`config.mk`:
```
export PLATFORM = sky130hd
export DESIGN_NAME = vu_meter_peak_tracking_bar_top
export DESIGN_NICKNAME = d
export VERILOG_FILES = /design/src/hw/rtl/vum_pkg.sv /design/src/hw/rtl/vum_front.sv /design/src/hw/rtl/vum_queue.sv /design/src/hw/rtl/vum_back.sv /design/src/hw/rtl/vu_meter_peak_tracking_bar_top.sv
export SDC_FILE = /design/constraint.sdc
export NUM_CORES = 2
export LEC_CHECK = 0
export BUFFER_PORTS_ARGS = -buffer_cell sky130_fd_sc_hd__buf_2
export CORE_ASPECT_RATIO = 0.75
export CORE_MARGIN = 3
export CORE_UTILIZATION = 30
export CTS_CLUSTER_DIAMETER = 80
export CTS_CLUSTER_SIZE = 28
export DETAILED_ROUTE_END_ITERATION = 8
export PLACE_DENSITY = 0.43
export SLEW_MARGIN = 20
export SYNTH_ARGS = -nofsm -noshare
export SYNTH_HDL_FRONTEND = slang
export SYNTH_SLANG_ARGS = --single-unit
```
`constraint.sdc`:
```
create_clock -name clk -period 9.1 [get_ports clk]
set_clock_uncertainty 0.1 [all_clocks]
set_input_delay 1.82 -clock clk [delete_from_list [all_inputs] [get_ports clk]]
set_output_delay 1.82 -clock clk [all_outputs]
set_load 0.01 [all_outputs]
```
`src/hw/rtl/vum_pkg.sv`:
```
// Shared constants, types and the LED ramp table for the VU meter bar.
// No dependencies; every other file in hw/rtl imports this package.
package vum_pkg;

	localparam int LINES_PER_FRAME  = 240;
	localparam int SAMPLES_PER_LINE = 4;
	localparam int FRAME_LEN        = LINES_PER_FRAME * SAMPLES_PER_LINE;

	localparam int SAMPLE_W = 16;
	localparam int MAG_W    = SAMPLE_W + 1;
	localparam int SUM_W    = $clog2(FRAME_LEN * 32768 + 1);
	localparam int CNT_W    = (FRAME_LEN > 1) ? $clog2(FRAME_LEN) : 1;
	localparam int DIV_W    = $clog2(FRAME_LEN + 1);

	// mean = (sum * RECIP) >> RECIP_SH, exact for every sum below 2^SUM_W
	localparam int              RECIP_SH = SUM_W + DIV_W;
	localparam int              RECIP_W  = SUM_W + 2;
	localparam int              MPROD_W  = SUM_W + RECIP_W;
	localparam longint unsigned RECIP    =
		((64'd1 << RECIP_SH) + 64'(FRAME_LEN) - 64'd1) / 64'(FRAME_LEN);

	localparam int MEAN_W  = 16;
	localparam int FRAC_W  = 16;
	localparam int PEAK_W  = 32;
	localparam int DECAY_W = 16;
	localparam int PROD_W  = PEAK_W + DECAY_W;
	localparam int LHS_W   = MEAN_W + 3 + FRAC_W;

	localparam int BAR_LEDS = 5;
	localparam int LED_W    = 3;
	localparam int PIXEL_W  = 24;

	localparam logic [PEAK_W-1:0]  PEAK_RESET  = 32'h07D0_0000;
	localparam logic [DECAY_W-1:0] DECAY_RESET = 16'd65208;

	localparam int QUEUE_DEPTH = 2;
	localparam int QPTR_W      = (QUEUE_DEPTH > 1) ? $clog2(QUEUE_DEPTH) : 1;
	localparam int QCNT_W      = $clog2(QUEUE_DEPTH + 1);

	typedef struct packed {
		logic             valid;
		logic [SUM_W-1:0] sum;
	} frame_push_t;

	typedef struct packed {
		logic             valid;
		logic [SUM_W-1:0] sum;
	} frame_head_t;

	typedef enum logic [2:0] {
		B_IDLE,
		B_DIV,
		B_PEAK,
		B_DECAY,
		B_LEVEL,
		B_EMIT
	} back_state_t;

	// LED ramp, index 0 is the bottom LED
	function automatic logic [PIXEL_W-1:0] ramp_grb(input logic [LED_W-1:0] led);
		logic [PIXEL_W-1:0] c;
		case (led)
			3'd0:    c = 24'hFF0000;
			3'd1:    c = 24'hBF4000;
			3'd2:    c = 24'h808000;
			3'd3:    c = 24'h40BF00;
			3'd4:    c = 24'h00FF00;
			default: c = '0;
		endcase
		return c;
	endfunction

endpackage

```
`src/hw/rtl/vum_front.sv`:
```
// Front end: takes samples, accumulates magnitudes, pushes one sum per frame.
// Depends on vum_pkg.
module vum_front (
	input  logic                        clk,
	input  logic                        arst_n,
	input  logic                        in_valid,
	output logic                        in_stall,
	input  logic [vum_pkg::SAMPLE_W-1:0] sample,
	input  logic                        queue_full,
	output vum_pkg::frame_push_t        push
);
	import vum_pkg::*;

	logic             accept;
	logic [MAG_W-1:0] sample_ext;
	logic [MAG_W-1:0] mag;
	logic [SUM_W-1:0] sum_next;
	logic             frame_end;
	logic [SUM_W-1:0] abs_sum_q;
	logic [CNT_W-1:0] count_q;

	assign in_stall   = queue_full;
	assign accept     = in_valid && !queue_full;
	assign sample_ext = {sample[SAMPLE_W-1], sample};
	// most negative sample comes out as 32768
	assign mag        = sample[SAMPLE_W-1] ? (MAG_W'(0) - sample_ext) : sample_ext;
	assign sum_next   = abs_sum_q + SUM_W'(mag);
	assign frame_end  = (count_q == CNT_W'(FRAME_LEN - 1));

	assign push.valid = accept && frame_end;
	assign push.sum   = sum_next;

	always_ff @(posedge clk or negedge arst_n) begin
		if (!arst_n) begin
			abs_sum_q <= '0;
			count_q   <= '0;
		end else if (accept) begin
			if (frame_end) begin
				abs_sum_q <= '0;
				count_q   <= '0;
			end else begin
				abs_sum_q <= sum_next;
				count_q   <= count_q + CNT_W'(1);
			end
		end
	end

endmodule

```
`src/hw/rtl/vum_queue.sv`:
```
// Short queue of frame sums between the front end and the back end.
// Depends on vum_pkg.
module vum_queue (
	input  logic                 clk,
	input  logic                 arst_n,
	input  vum_pkg::frame_push_t push,
	input  logic                 pop,
	output vum_pkg::frame_head_t head,
	output logic                 full
);
	import vum_pkg::*;

	logic [SUM_W-1:0]  mem_q [QUEUE_DEPTH];
	logic [QPTR_W-1:0] wr_ptr_q;
	logic [QPTR_W-1:0] rd_ptr_q;
	logic [QCNT_W-1:0] count_q;
	logic              do_push;
	logic              do_pop;

	function automatic logic [QPTR_W-1:0] ptr_inc(input logic [QPTR_W-1:0] p);
		return (p == QPTR_W'(QUEUE_DEPTH - 1)) ? '0 : p + QPTR_W'(1);
	endfunction

	assign full       = (count_q == QCNT_W'(QUEUE_DEPTH));
	assign head.valid = (count_q != '0);
	assign head.sum   = mem_q[rd_ptr_q];
	assign do_push    = push.valid && !full;
	assign do_pop     = pop && head.valid;

	always_ff @(posedge clk) begin
		if (do_push) begin
			mem_q[wr_ptr_q] <= push.sum;
		end
	end

	always_ff @(posedge clk or negedge arst_n) begin
		if (!arst_n) begin
			wr_ptr_q <= '0;
			rd_ptr_q <= '0;
			count_q  <= '0;
		end else begin
			if (do_push) begin
				wr_ptr_q <= ptr_inc(wr_ptr_q);
			end
			if (do_pop) begin
				rd_ptr_q <= ptr_inc(rd_ptr_q);
			end
			if (do_push && !do_pop) begin
				count_q <= count_q + QCNT_W'(1);
			end else if (do_pop && !do_push) begin
				count_q <= count_q - QCNT_W'(1);
			end
		end
	end

`ifndef SYNTHESIS
	a_no_overfill: assert property (@(posedge clk) disable iff (!arst_n)
		count_q <= QCNT_W'(QUEUE_DEPTH))
		else $error("queue count beyond depth");
	a_push_not_full: assert property (@(posedge clk) disable iff (!arst_n)
		push.valid |-> !full)
		else $error("frame sum pushed into a full queue");
	a_pop_not_empty: assert property (@(posedge clk) disable iff (!arst_n)
		pop |-> head.valid)
		else $error("pop from an empty queue");
`endif

endmodule

```
`src/hw/rtl/vum_back.sv`:
```
// Back end: mean by reciprocal multiplication, peak update and decay, bar level,
// then five pixels through an output register. Depends on vum_pkg.
module vum_back (
	input  logic                         clk,
	input  logic                         arst_n,
	input  vum_pkg::frame_head_t         head,
	output logic                         pop,
	input  logic [vum_pkg::DECAY_W-1:0]  decay_q16,
	output logic                         out_valid,
	input  logic                         out_stall,
	output logic [vum_pkg::PIXEL_W-1:0]  led_grb,
	output logic                         is_last
);
	import vum_pkg::*;

	back_state_t        state_q;
	back_state_t        state_nxt;
	logic [SUM_W-1:0]   sum_q;
	logic [MEAN_W-1:0]  mean_q;
	logic [PEAK_W-1:0]  peak_q;
	logic [PROD_W-1:0]  prod_q;
	logic [LHS_W-1:0]   kpeak_q;
	logic [LED_W-1:0]   k_q;
	logic [LED_W-1:0]   level_q;
	logic [LED_W-1:0]   pix_idx_q;
	logic               out_valid_q;
	logic [PIXEL_W-1:0] pixel_q;
	logic               last_q;

	logic [MPROD_W-1:0] quot_prod;
	logic [MEAN_W-1:0]  mean;
	logic [PEAK_W-1:0]  mean_ext;
	logic               mean_wins;
	logic [LHS_W-1:0]   lhs;
	logic [LED_W-1:0]   led;
	logic               level_done;
	logic               out_load;
	logic               emit;
	logic               emit_last;

	// sum / FRAME_LEN; the quotient never exceeds 32768
	assign quot_prod = sum_q * RECIP_W'(RECIP);
	assign mean      = mean_q;
	assign mean_ext  = {mean, FRAC_W'(0)};
	assign mean_wins = (mean_ext > peak_q);
	assign lhs       = {(MEAN_W+3)'(mean) * (MEAN_W+3)'(BAR_LEDS), FRAC_W'(0)};
	assign led       = LED_W'(BAR_LEDS - 1) - pix_idx_q;

	// control outputs
	always_comb begin
		pop        = 1'b0;
		level_done = (k_q == LED_W'(BAR_LEDS));
		out_load   = !out_valid_q || !out_stall;
		emit       = 1'b0;
		emit_last  = 1'b0;
		case (state_q)
			B_IDLE: begin
				pop = head.valid;
			end
			B_EMIT: begin
				emit      = out_load;
				emit_last = out_load && (pix_idx_q == LED_W'(BAR_LEDS - 1));
			end
			default: begin
			end
		endcase
	end

	// next state
	always_comb begin
		state_nxt = state_q;
		case (state_q)
			B_IDLE: begin
				if (head.valid) state_nxt = B_DIV;
			end
			B_DIV: begin
				state_nxt = B_PEAK;
			end
			B_PEAK: begin
				state_nxt = mean_wins ? B_LEVEL : B_DECAY;
			end
			B_DECAY: begin
				state_nxt = B_LEVEL;
			end
			B_LEVEL: begin
				if (level_done) state_nxt = B_EMIT;
			end
			B_EMIT: begin
				if (emit_last) state_nxt = B_IDLE;
			end
			default: begin
				state_nxt = B_IDLE;
			end
		endcase
	end

	always_ff @(posedge clk or negedge arst_n) begin
		if (!arst_n) begin
			state_q     <= B_IDLE;
			peak_q      <= PEAK_RESET;
			out_valid_q <= 1'b0;
		end else begin
			state_q <= state_nxt;
			if (state_q == B_PEAK && mean_wins) begin
				peak_q <= mean_ext;
			end else if (state_q == B_DECAY) begin
				peak_q <= prod_q[PROD_W-1:DECAY_W];
			end
			if (emit) begin
				out_valid_q <= 1'b1;
			end else if (!out_stall) begin
				out_valid_q <= 1'b0;
			end
		end
	end

	// datapath
	always_ff @(posedge clk) begin
		case (state_q)
			B_IDLE: begin
				if (pop) begin
					sum_q <= head.sum;
				end
			end
			B_DIV: begin
				mean_q <= quot_prod[RECIP_SH +: MEAN_W];
			end
			B_PEAK: begin
				prod_q  <= peak_q * decay_q16;
				kpeak_q <= LHS_W'(mean_ext);
				k_q     <= LED_W'(1);
				level_q <= '0;
			end
			B_DECAY: begin
				kpeak_q <= LHS_W'(prod_q[PROD_W-1:DECAY_W]);
			end
			B_LEVEL: begin
				// zero peak leaves the level at 0
				if (peak_q != '0 && lhs >= kpeak_q) begin
					level_q <= k_q;
				end
				kpeak_q   <= kpeak_q + LHS_W'(peak_q);
				k_q       <= k_q + LED_W'(1);
				pix_idx_q <= '0;
			end
			B_EMIT: begin
				if (emit) begin
					pixel_q   <= (led < level_q) ? ramp_grb(led) : '0;
					last_q    <= emit_last;
					pix_idx_q <= pix_idx_q + LED_W'(1);
				end
			end
			default: begin
			end
		endcase
	end

	assign out_valid = out_valid_q;
	assign led_grb   = pixel_q;
	assign is_last   = last_q;

`ifndef SYNTHESIS
	a_level_range: assert property (@(posedge clk) disable iff (!arst_n)
		(state_q == B_EMIT) |-> (level_q <= LED_W'(BAR_LEDS)))
		else $error("bar level out of range");
	a_zero_peak: assert property (@(posedge clk) disable iff (!arst_n)
		(state_q == B_EMIT && peak_q == '0) |-> (level_q == '0))
		else $error("zero peak gave a non-zero level");
	a_peak_take: assert property (@(posedge clk) disable iff (!arst_n)
		(state_q == B_PEAK && mean_wins) |=> (peak_q == $past(mean_ext)))
		else $error("peak not replaced by a larger mean");
	a_last_ends: assert property (@(posedge clk) disable iff (!arst_n)
		emit_last |=> (state_q == B_IDLE && is_last && out_valid))
		else $error("fifth pixel not flagged or run not closed");
`endif

endmodule

```
`src/hw/rtl/vu_meter_peak_tracking_bar_top.sv`:
```
// VU meter bar, top level: decay register, front end, frame queue, back end.
// Depends on vum_pkg, vum_front, vum_queue and vum_back.
//
// Samples (signed 16 bit) are taken one per clock with no gaps: in_stall rises
// only when both entries of the frame-sum queue are occupied. Every 960 samples
// (240 lines of 4) the front end hands the sum of magnitudes to the back end,
// which takes the sum from the queue, forms the mean by reciprocal
// multiplication, compares it with the peak while forming the decay product,
// applies the decay when the mean does not beat the peak, searches the bar
// level, then makes five pixel transfers, each of which waits while out_stall
// is high. The pixels come out top LED first, is_last marks the fifth. The
// peak resets to 2000.0 in 16.16 and decays by decay_q16 (Q0.16, reset 65208)
// on each frame whose mean does not beat it. Write decay_q16 with cfg_wr_en and
// cfg_wr_data only while the block is idle; the new value applies from the next
// frame evaluated.
module vu_meter_peak_tracking_bar_top (
	input  logic                         clk,
	input  logic                         arst_n,
	input  logic                         cfg_wr_en,
	input  logic [vum_pkg::DECAY_W-1:0]  cfg_wr_data,
	input  logic                         in_valid,
	output logic                         in_stall,
	input  logic [vum_pkg::SAMPLE_W-1:0] sample,
	output logic                         out_valid,
	input  logic                         out_stall,
	output logic [vum_pkg::PIXEL_W-1:0]  led_grb,
	output logic                         is_last
);
	import vum_pkg::*;

	logic [DECAY_W-1:0] decay_q;
	frame_push_t        push;
	frame_head_t        head;
	logic               pop;
	logic               queue_full;

	// decay factor register
	always_ff @(posedge clk or negedge arst_n) begin
		if (!arst_n) begin
			decay_q <= DECAY_RESET;
		end else if (cfg_wr_en) begin
			decay_q <= cfg_wr_data;
		end
	end

	vum_front u_front (
		.clk        (clk),
		.arst_n     (arst_n),
		.in_valid   (in_valid),
		.in_stall   (in_stall),
		.sample     (sample),
		.queue_full (queue_full),
		.push       (push)
	);

	vum_queue u_queue (
		.clk    (clk),
		.arst_n (arst_n),
		.push   (push),
		.pop    (pop),
		.head   (head),
		.full   (queue_full)
	);

	vum_back u_back (
		.clk       (clk),
		.arst_n    (arst_n),
		.head      (head),
		.pop       (pop),
		.decay_q16 (decay_q),
		.out_valid (out_valid),
		.out_stall (out_stall),
		.led_grb   (led_grb),
		.is_last   (is_last)
	);

endmodule
```
### Word-level counts from Yosys, hierarchy flattened

Memory sizes are Yosys's and may differ from the RTL's. A register that Yosys moved wholly into a read port is not among the register bits.
Index checks and enable logic that the tools add are counted.

| storage, ports and cells | value |
|---|---|
| RAM bits | 50 |
| input port bits | 37 |
| memories | 1 |
| word-level logic and storage cells | 111 |
| flip-flop bits (word level) | 224 |

Memories:

| name | words | bits a word | rd ports | clocked after memory_dff | wr ports | RTL line | text |
|---|---|---|---|---|---|---|---|
| u_queue.mem_q | 2 | 25 | 1 | 1 | 1 | vum_queue.sv:13 | `logic [SUM_W-1:0] mem_q [QUEUE_DEPTH];` |

| cells by class | value |
|---|---|
| add/sub/neg operators | 11 |
| equal/unequal tests | 19 |
| magnitude comparators | 3 |
| reduce and logical (&&, ||, !) cells | 29 |
| multiply operators | 3 |
| muxes and demuxes | 28 |

Operators by type and width:

| operator | count |
|---|---|
| $pmux 24 s5 | 1 |
| $pmux 35 s3 | 1 |
| $mux 32 | 2 |
| $mul 25x26->51 const B | 1 |
| $mul 32x16->48 | 1 |
| $add 35x32->35 | 1 |
| $ge 35x35->1 | 1 |
| $gt 32x32->1 | 1 |
| $reduce_bool 32->1 | 1 |
| $add 25x17->25 | 1 |
| $mux 25 | 1 |
| $mul 16x3->19 const B | 1 |
| $mux 3 | 6 |
| $pmux 3 s2 | 3 |
| $pmux 3 s6 | 1 |
| $mux 17 | 1 |
| $sub 1x16->17 const A | 1 |
| $eq 3x3->1 const B | 5 |
| $eq 3x2->1 const B | 4 |
| $ne 2x1->1 const B | 6 |
| $add 10x1->10 const B | 1 |
| $eq 10x10->1 const B | 1 |
| $mux 10 | 1 |
| $reduce_bool 2->1 | 5 |
| 17 further kinds | 45 |

### Depth between registers and ports, before layout

| logic depth | value |
|---|---|
| word-level depth | 9 |
| mapped depth | 26 |
| mapped depth without buffers | 25 |

### Modules after synthesis

Synthesis repeated with hierarchy kept, for this count alone.

| second synthesis, totals | value |
|---|---|
| cells, all modules | 3721 |
| area total of the unflattened synthesis | 36322.3 um^2 |

Modules (own cells, without submodules):

| module | cells each | instances | area an instance (um^2) |
|---|---|---|---|
| vum_back | 3263 | 1 | 30696.9 |
| vum_front | 327 | 1 | 2856.5 |
| vum_queue | 97 | 1 | 2105.8 |
| vu_meter_peak_tracking_bar_top | 34 | 1 | 663.1 |

### Least setup slack after synthesis

No wires, ideal clock.

| timing | value |
|---|---|
| kind | reg2reg |
| from | reg u_back.peak_q[24] |
| to | reg u_back.prod_q[47] (data pin) |
| setup time | 0.260 ns |
| path buffers | 2 |
| setup slack | 2.133 ns |
| cell stages (with the launch flop) | 26 |
| arrival time | 6.607 ns |
| data required time | 8.740 ns |
| cell sequence | dfstp_2 > clkbuf_1 > clkbuf_1 > nand2_1 > fa_1 > inv_1 > fa_1 > inv_1 > fa_1 > inv_1 > fa_1 > fa_1 > inv_1 > fa_1 > inv_1 > ha_1 > and3_1 > and4_4 > a221oi_2 > o21ai_1 > a31o_2 > o31ai_2 > a21oi_1 > a2111o_1 > a21oi_2 > xnor2_1 |

| on the way | value |
|---|---|
| longest elaborated chain between the ends | 1 |

Ends and longest elaborated chain:

| what | RTL line | text |
|---|---|---|
| from (decl) | vum_back.sv:20 | `logic [PEAK_W-1:0] peak_q;` |
| from (signal assigned) | vum_back.sv:105 | `peak_q <= mean_ext;` |
| from (signal assigned) | vum_back.sv:107 | `peak_q <= prod_q[PROD_W-1:DECAY_W];` |
| $mul 32x16->48 | vum_back.sv:129 | `prod_q <= peak_q * decay_q16;` |
| to (signal assigned) | vum_back.sv:129 |  |
| to (decl) | vum_back.sv:21 | `logic [PROD_W-1:0] prod_q;` |

No other way between the ends.
A chain may end at the register's enable or synchronous reset.

### Worst setup path after layout

| timing | value |
|---|---|
| from | reg decay_q[2] |
| to | reg u_back.prod_q[47] (data pin) |

| on the way | value |
|---|---|
| longest elaborated chain between the ends | 1 |

Ends and longest elaborated chain:

| what | RTL line | text |
|---|---|---|
| from (decl) | vu_meter_peak_tracking_bar_top.sv:31 | `logic [DECAY_W-1:0] decay_q;` |
| from (signal assigned) | vu_meter_peak_tracking_bar_top.sv:42 | `decay_q <= cfg_wr_data;` |
| $mul 32x16->48 | vum_back.sv:129 |  |

No other way between the ends.

==> results.yml <==
critical_path:
  cp.required_ns: 9.35
  critPathMaxFanout: 23
  cp-start-kind: "register"
  worstPathArrival_ns: 8.02
  r2r_cells: 21
  path_class: "register to register"
  r2r_slack_ns: 1.33
  r2r_start: "decay_q[2]"
  r2r_end: "u_back.prod_q[47]"
  end_kind: "register"
clock_tree:
  holdBufCountCts: 0
  cts_root_buf: "clkbuf_16"
  cts_tree: "yes"
  clock_sinks: 265
  cts_made_buffers: 23
  h-tree-depth: 1
  cts.path.max_buffers: 3
  post_cts_buffers: 0
  worstSkewPairLatency_ns: 0.60
  clk_pin_slew_ns: 0.08
  cts_resized: 0
worst_hold_path:
  holdPathStages: 1
  hold_path_class: "register to register"
  min_from: "u_front.count_q[4]"
  hold-path-endpoint: "u_front.count_q[4]"
final_layout:
  fin_cells: 5258
  num-nets-final: 4688
  final_cell_area_um2: 38920
  fillCellCount: 12130
  syn_to_final_growth_pct: 7.980
  mostFrequentLayoutCells: "inv_1 (689), fa_1 (510), nand2_1 (483)"
  final_common_cell: "inv_1"
  drive_gt1_frac: 0.06560
  n_antenna_cell: 0
logic_synthesis:
  postSynthAreaPerCell_um2: 9.732
  synth-seq-cells: 265
  synthArstFlopShare: 0.3434
  synth-main-ff-cell: "edfxtp_1"
  yosysSeqAreaShare: 0.2087
  synth_edf_count: 174
  synth.distinct_cells: 83
  yosysWarnings: 0
  synth_area_um2: 36050
  syn_inst: 3704
timing:
  fin_crit_sh: 0.8535
  relSlewSlack: 0.2602
  rsz0062_at_grt: "no"
  tightest_slew_ns: 1.095
  fmax_mhz: 128.8
  hold_violations: 0
  finalSetupTns_ns: 0
  layout_min_cycle_time_ns: 7.766
  drv_slew: 0
  setup_violations: 0
floorplan:
  core-area_um2: 118500
  die_area_um2: 124400
  rows: 109
  die_w_um: 406.3
  start_util: 0.3041
  die_h_um: 306.2
  io_pins: 64
grt:
  grt_usage: 0.1631
  grt_max_degree: 49
  grt_pass1_vias: 25430
  grt_overflow_total: 0
  antenna_found_initial: 3
  grt_first_pass_wirelength_um: 157100
drt:
  ant_nets: 0
  firstDrtPassIters: 5
  drc: 0
  vias: 24660
  wl_per_cell_um: 18.85
  via_per_inst: 4.690
  drt_iter0_drc: 1544
  wl_um: 99120
placement:
  placed_area_um2: 38040
  place.gp.congestion: 0.8113
  hpwl_um: 78110
  port_buffers: 55
  post-place-cells: 5216
job:
  drv_cap: 0
outcome:
  status: "finished clean"
==> registers in the layout, summed over array words and instances, names as in the netlist <==
register	count
u_back.state_q	3
u_back.pix_idx_q	3
u_back.kpeak_q	35
u_back.prod_q	32
u_queue.wr_ptr_q	1
u_back.led_grb	6
u_front.abs_sum_q	25
u_queue.rd_ptr_q	1
u_queue.mem_q	50
u_front.count_q	10
decay_q	16
u_back.out_valid	1
u_back.sum_q	25
u_back.mean	16
u_back.is_last	1
u_back.peak_q	32
u_back.level_q	3
u_queue.count_q	2
u_back.k_q	3
==> final cells by class <==
class                           instances  area (um2)  area share
Clock buffer                           26       628.1     0.01614
Clock inverter                         16       251.5    0.006461
Inverter                              689        2586     0.06645
Multi-Input combinational cell       2602       25320      0.6504
Sequential cell                       265        7523      0.1933
Tap cell                             1554        1944     0.04995
Timing Repair Buffer                  106       673.1     0.01729
==> layer usage <==
layer / share of wire / global-route usage
met1: 0.56 / 0.2763
met2: 0.38 / 0.2179
met3: 0.047 / 0.02017
met4: 0.014 / 0.02448
met5: 0 / 0
==> how the worst max path moves through the flow <==
stage | from | end | slack, ns | cells past startpoint
5_1_grt | u_back.peak_q[5] | u_back.prod_q[47] | 0.88 | 20
3_3_place_gp | u_back.peak_q[5] | u_back.prod_q[47] | 1.36 | 20
6_report | decay_q[2] | u_back.prod_q[47] | 1.33 | 21
4_1_cts | decay_q[2] | u_back.prod_q[47] | 1.33 | 21
3_5_place_dp | decay_q[2] | u_back.prod_q[47] | 1.36 | 21
2_1_floorplan | u_back.peak_q[24] | u_back.prod_q[47] | 2.13 | 25
==> synthesized netlist by cell type (6+ instances only) <==
cell type    n  area share
inv_1      689       0.072
fa_1       510        0.28
nand2_1    483       0.050
ha_1       454        0.16
and2_1     215       0.037
edfxtp_1   174        0.14
clkbuf_1   130       0.014
nor2_1     118       0.012
a21oi_1    116       0.016
o21ai_0     85       0.012
xnor2_1     85       0.021
dfrtp_1     74       0.051
a21o_1      45      0.0094
xor2_1      44       0.011
mux2_2      43       0.013
nand3_1     40      0.0056
a31oi_1     30      0.0052
nand4_1     28      0.0049
nor3_1      25      0.0035
a22o_1      21      0.0051
nand2b_1    20      0.0035
nor2b_1     19      0.0033
o211ai_1    19      0.0040
o21a_1      19      0.0040
buf_4       18      0.0037
nor4_1      18      0.0031
dfstp_2     17       0.012
a211oi_1    13      0.0027
and3_1      13      0.0023
o21bai_1    12      0.0025
o31ai_1      9      0.0019
or3_1        9      0.0016
or2_2        8      0.0014
a211o_1      7      0.0017
a21boi_0     6      0.0012
and4_1       6      0.0015
==> through the flow <==
stage	utilization	hold slack [ns]	setup slack, ns
after floorplan	-	0.3277	2.133
after global placement	0.3210	0.3628	1.365
after detailed placement	0.3210	0.3565	1.355
after CTS	0.3284	0.3712	1.333
after global routing	0.3284	0.3858	0.8774
final	0.3284	0.3683	1.334
==> cell families (layout without fill, tap and decap cells) <==
kind of cell	Yosys count	count (layout)	synth area share
adder cells (fa/ha/maj)	964	964	0.4408
buffers and inverters	845	837	0.09021
multiplexers	45	45	0.01399
XOR/XNOR	129	129	0.03134
AO/OA/AOI/OAI	436	436	0.08043
other	1	9	0.0001040
flip-flops	265	265	0.2087
AND/OR/NAND/NOR	1019	1019	0.1344
==> critical path, stage by stage, from the launching register on <==
cell       delay (ns)
dfrtp_1          1.02
nand2_1          0.17
fa_1             0.58
fa_1             0.44
fa_1             0.52
inv_1            0.05
ha_1             0.30
fa_1             0.54
inv_1            0.05
fa_1             0.53
inv_1            0.04
ha_1             0.32
a21oi_1          0.13
nand2_1          0.11
a2111oi_1        0.70
a211o_1          0.43
a21oi_1          0.30
o31ai_2          0.36
a21oi_1          0.12
a2111o_1         0.44
a21oi_2          0.17
xnor2_1          0.07
Power is left out: the tool's default activity adds up to more than one toggle a clock period on the data nets, which glitch-free logic cannot reach.
